[src/freq_residency_transition_stats_assert.svh]
// Assertion macros shared by the frequency statistics RTL.
// Expects clk_i and rst_ni in the scope of each use.
`ifndef FREQ_RESIDENCY_TRANSITION_STATS_ASSERT_SVH
`define FREQ_RESIDENCY_TRANSITION_STATS_ASSERT_SVH

// property holds at every clock edge out of reset
`define FRTS_ASSERT(lbl, prop) \
  lbl: assert property (@(posedge clk_i) disable iff (!rst_ni) (prop)) \
    else $error("frts assertion failed");

// consequent holds in the cycle after the antecedent
`define FRTS_ASSERT_NEXT(lbl, ante, cons) \
  lbl: assert property (@(posedge clk_i) disable iff (!rst_ni) (ante) |=> (cons)) \
    else $error("frts assertion failed");

`endif

[src/frts_pkg.sv]
// Types and constants for the frequency residency and transition statistics block.
// No dependencies.
`default_nettype none

package frts_pkg;

  localparam int MaxStates  = 16;
  localparam int IdxW       = $clog2(MaxStates);
  localparam int CntW       = $clog2(MaxStates + 1);
  localparam int TransDepth = MaxStates * MaxStates;
  localparam int TransAw    = $clog2(TransDepth);

  localparam logic [2:0] KindAdd       = 3'd0;
  localparam logic [2:0] KindStart     = 3'd1;
  localparam logic [2:0] KindChange    = 3'd2;
  localparam logic [2:0] KindReadRes   = 3'd3;
  localparam logic [2:0] KindReadTrans = 3'd4;

  localparam logic [1:0] StOk      = 2'd0;
  localparam logic [1:0] StIgnored = 2'd1;
  localparam logic [1:0] StDupFull = 2'd2;
  localparam logic [1:0] StRange   = 2'd3;

  typedef enum logic {
    ALU_ADD,
    ALU_SUB
  } alu_op_e;

  typedef struct packed {
    logic [2:0]  kind;
    logic [23:0] freq_khz;
    logic [63:0] now_ticks;
    logic [3:0]  from_index;
    logic [3:0]  to_index;
  } item_t;

  typedef struct packed {
    logic [63:0] value;
    logic [3:0]  assigned_index;
    logic [31:0] total_transitions;
    logic [1:0]  status;
  } result_t;

  function automatic logic [TransAw-1:0] trans_addr(input logic [IdxW-1:0] src,
                                                    input logic [IdxW-1:0] dst);
    trans_addr = TransAw'(TransAw'(src) * TransAw'(MaxStates) + TransAw'(dst));
  endfunction

endpackage

`default_nettype wire

[src/frts_alu.sv]
// Shared 64-bit add/subtract and equality unit.
// Depends on frts_pkg.
`default_nettype none

module frts_alu (
  input  wire logic             [63:0] a_i,
  input  wire logic             [63:0] b_i,
  input  wire frts_pkg::alu_op_e       op_i,
  output logic                  [63:0] sum_o,
  output logic                         eq_o
);

  logic        sub;
  logic [63:0] b_eff;

  assign sub   = (op_i == frts_pkg::ALU_SUB);
  assign b_eff = sub ? ~b_i : b_i;
  assign sum_o = a_i + b_eff + 64'(sub);
  assign eq_o  = (a_i == b_i);

endmodule

`default_nettype wire

[config.mk]
export PLATFORM = sky130hd
export DESIGN_NAME = frts_alu
export DESIGN_NICKNAME = d
export VERILOG_FILES = /design/src/freq_residency_transition_stats_assert.svh /design/src/frts_pkg.sv /design/src/frts_alu.sv
export SDC_FILE = /design/constraint.sdc
export NUM_CORES = 1
export LEC_CHECK = 0
export BUFFER_PORTS_ARGS = -buffer_cell sky130_fd_sc_hd__buf_2
export CORE_MARGIN = 1
export CORE_UTILIZATION = 53
export DETAILED_ROUTE_END_ITERATION = 10
export PLACE_DENSITY = 0.85
export SLEW_MARGIN = 20
export SYNTH_ARGS = -nofsm -noshare
export SYNTH_HDL_FRONTEND = slang
export SYNTH_SLANG_ARGS = --single-unit
[constraint.sdc]
create_clock -name vclk -period 5.48
set_input_delay 0.822 -clock vclk [all_inputs]
set_output_delay 0.822 -clock vclk [all_outputs]
set_load 0.01 [all_outputs]
==> impl_metrics.toml <==
[timing]
tns_ps = 0
max_slew_margin = 0.542
worst_slew_pin_slew_ps = 681
drv_slew = 0
rsz0062_at_grt = "no"
period_share = 0.899
finalCriticalPeriod_ps = 4920
hold-worst-slack_ps = 2010
max_freq_mhz = 203
finalSetupViolCount = 0
finalHoldViolations = 0

[critical_path]
criticalPathCategory = "in2out"
critical_path.max_fanout = 18
cp_top_family = "compound AO/OA/AOI/OAI gates"
crit_path_end_kind = "output port"
crit_slowest_cell = "a2111oi_2"
required_ps = 4660
slowest_delay_ps = 430
worstPathArrival_ps = 4100
startpoint_type = "input port"
crit_chain = "buf_4, buf_4, xor2_1, ha_1, a21o_1, a31oi_1, nand2_1, a2111oi_2, nor3_1, o21ai_2, o21ai_0, a31oi_1, xnor2_1, buf_2"
path_buf_inv = 3

[final_layout]
antenna_cells = 0
drive_gt1_frac = 0.253
seq_cell_count = 0
area_delta_synth_final_pct = 20.5
seq_area_um2 = 0
nClkBuffers = 0
nets = 1089

[clock_network]
cts_setup_buffers = 0
ctsResizeCount = 0
holdBufCountCts = 0

[detailed_routing]
wl_mm = 19.0
drtIter0Drc = 313
drc = 0
vias = 6096
post_drt_via_cell_ratio = 5.99
drt-wirelength-per-cell_um = 18.6
first_pass_iters = 5
ant_nets = 0

[die]
fp-row-count = 35
die_h_um = 101
io_pins = 194
die_w_um = 101
die_area_um2 = 10200
start_util = 0.553
core_area_um2 = 9370

[synthesis]
netlist_area_um2 = 5190
synth_seq_area_share = 0
synthDistinctLibCells = 62
synth_fp_nets = 915
synth_area_per_cell_um2 = 7.23
ys.warnings.count = 0
synthCells = 717

[worst_hold_path]
whs_path_depth = 3
hold_path.class = "in2out"
min_to = "sum_o[0]"
worstHoldStart = "a_i[0]"

[global_route]
gr-total-overflow = 0
grt_max_degree = 21
grt_pass1_vias = 5798
grt_pass1_wl_mm = 28.5
antenna_found_initial = 0
track_usage = 0.360

[place]
place_congestion = 1.02
io_buffers = 194
hpwl_mm = 16.5

[run]
cap_violations = 0

[power]
ir_drop_mv = 0.0940
p_leak_uw = 0.00304
powerDensity_nw_per_um2 = 193

[outcome]
status = "complete, no violations"
-- worst max path at each step --
| stage | startpoint | slack [ps] | to | depth (start not counted) |
|---|---|---|---|---|
| 5_1_grt | op_i | 320 | sum_o[62] | 14 |
| 3_3_place_gp | op_i | 680 | sum_o[62] | 14 |
| 2_1_floorplan | op_i | 870 | sum_o[59] | 14 |
| 6_report | op_i | 560 | sum_o[62] | 14 |
| 3_5_place_dp | op_i | 600 | sum_o[62] | 14 |
| 4_1_cts | op_i | 590 | sum_o[62] | 14 |
-- cell usage in the layout (no fill, tap or decap), types with 10 or more instances in the layout --
master / synthesis / routed
nand2_1: 68 / 68
nor2_1: 36 / 36
and3_1: 10 / 10
a21oi_1: 71 / 71
xnor2_1: 37 / 37
nor3_1: 11 / 11
buf_2: 13 / 193
nor4_1: 19 / 19
ha_1: 68 / 68
xor2_1: 149 / 149
inv_1: 15 / 15
nand3_1: 10 / 10
o21a_1: 12 / 12
a21o_1: 32 / 32
nand4_1: 22 / 22
o21ai_0: 31 / 31
-- cells in the mapped netlist, drive strengths merged (12+ instances only) --
cell / number / area, um2
inv: 15 / 56.3
nor2: 36 / 135
ha: 68 / 851
a21o: 32 / 240
xor2: 149 / 1310
nor4: 19 / 119
a21oi: 74 / 382
o21ai: 38 / 201
o21a: 12 / 90.1
buf: 20 / 95.1
nand4: 22 / 138
xnor2: 37 / 324
nand2: 68 / 255
-- power by group --
part	internal [uW]	leakage (uW)	switching [uW]	total [uW]
logic	491	0.00304	716	1210
clock network	0	0	0	0
registers	0	0	0	0
total	491	0.00304	716	1210
-- cells by family (layout without fill, tap and decap cells) --
logic type | after synthesis | count (layout) | synth area share
compound gates | 218 | 218 | 0.293
xor+xnor | 186 | 186 | 0.314
buf+inv | 43 | 215 | 0.0355
mux | 1 | 1 | 0.00193
simple gates | 200 | 200 | 0.188
fa+ha+maj | 69 | 69 | 0.168
-- per-layer routing --
metal  GRT usage  vias up  part of all wire  wire length (um)
met1       0.438     2772              0.42              7920
met5           0        -                 0                 0
met2       0.622      335              0.45              8600
met3      0.0735       45             0.093              1760
met4       0.133        0             0.037               699
li1            -     2944                 -                 -
-- area by class of cell --
| class | count | area (um2) |
|---|---|---|
| Multi-Input combinational cell | 674 | 5000 |
| Fill cell | 917 | 3120 |
| Timing Repair Buffer | 200 | 1030 |
| Tap cell | 129 | 161 |
| Inverter | 15 | 56.3 |
-- metrics by stage --
step | cell area, um2 | utilization | std cells | setup WS [ps] | power [uW]
after detailed placement | 6250 | 0.667 | 1018 | 605 | 1180
after global placement | 6250 | 0.667 | 1018 | 681 | 1190
after CTS | 6250 | 0.667 | 1018 | 588 | 1190
final | 6250 | 0.667 | 1018 | 556 | 1210
after global routing | 6250 | 0.667 | 1018 | 324 | 1300
after floorplan | 5190 | - | 717 | 873 | 778
Note: power is estimated with default switching activity, not from simulation.
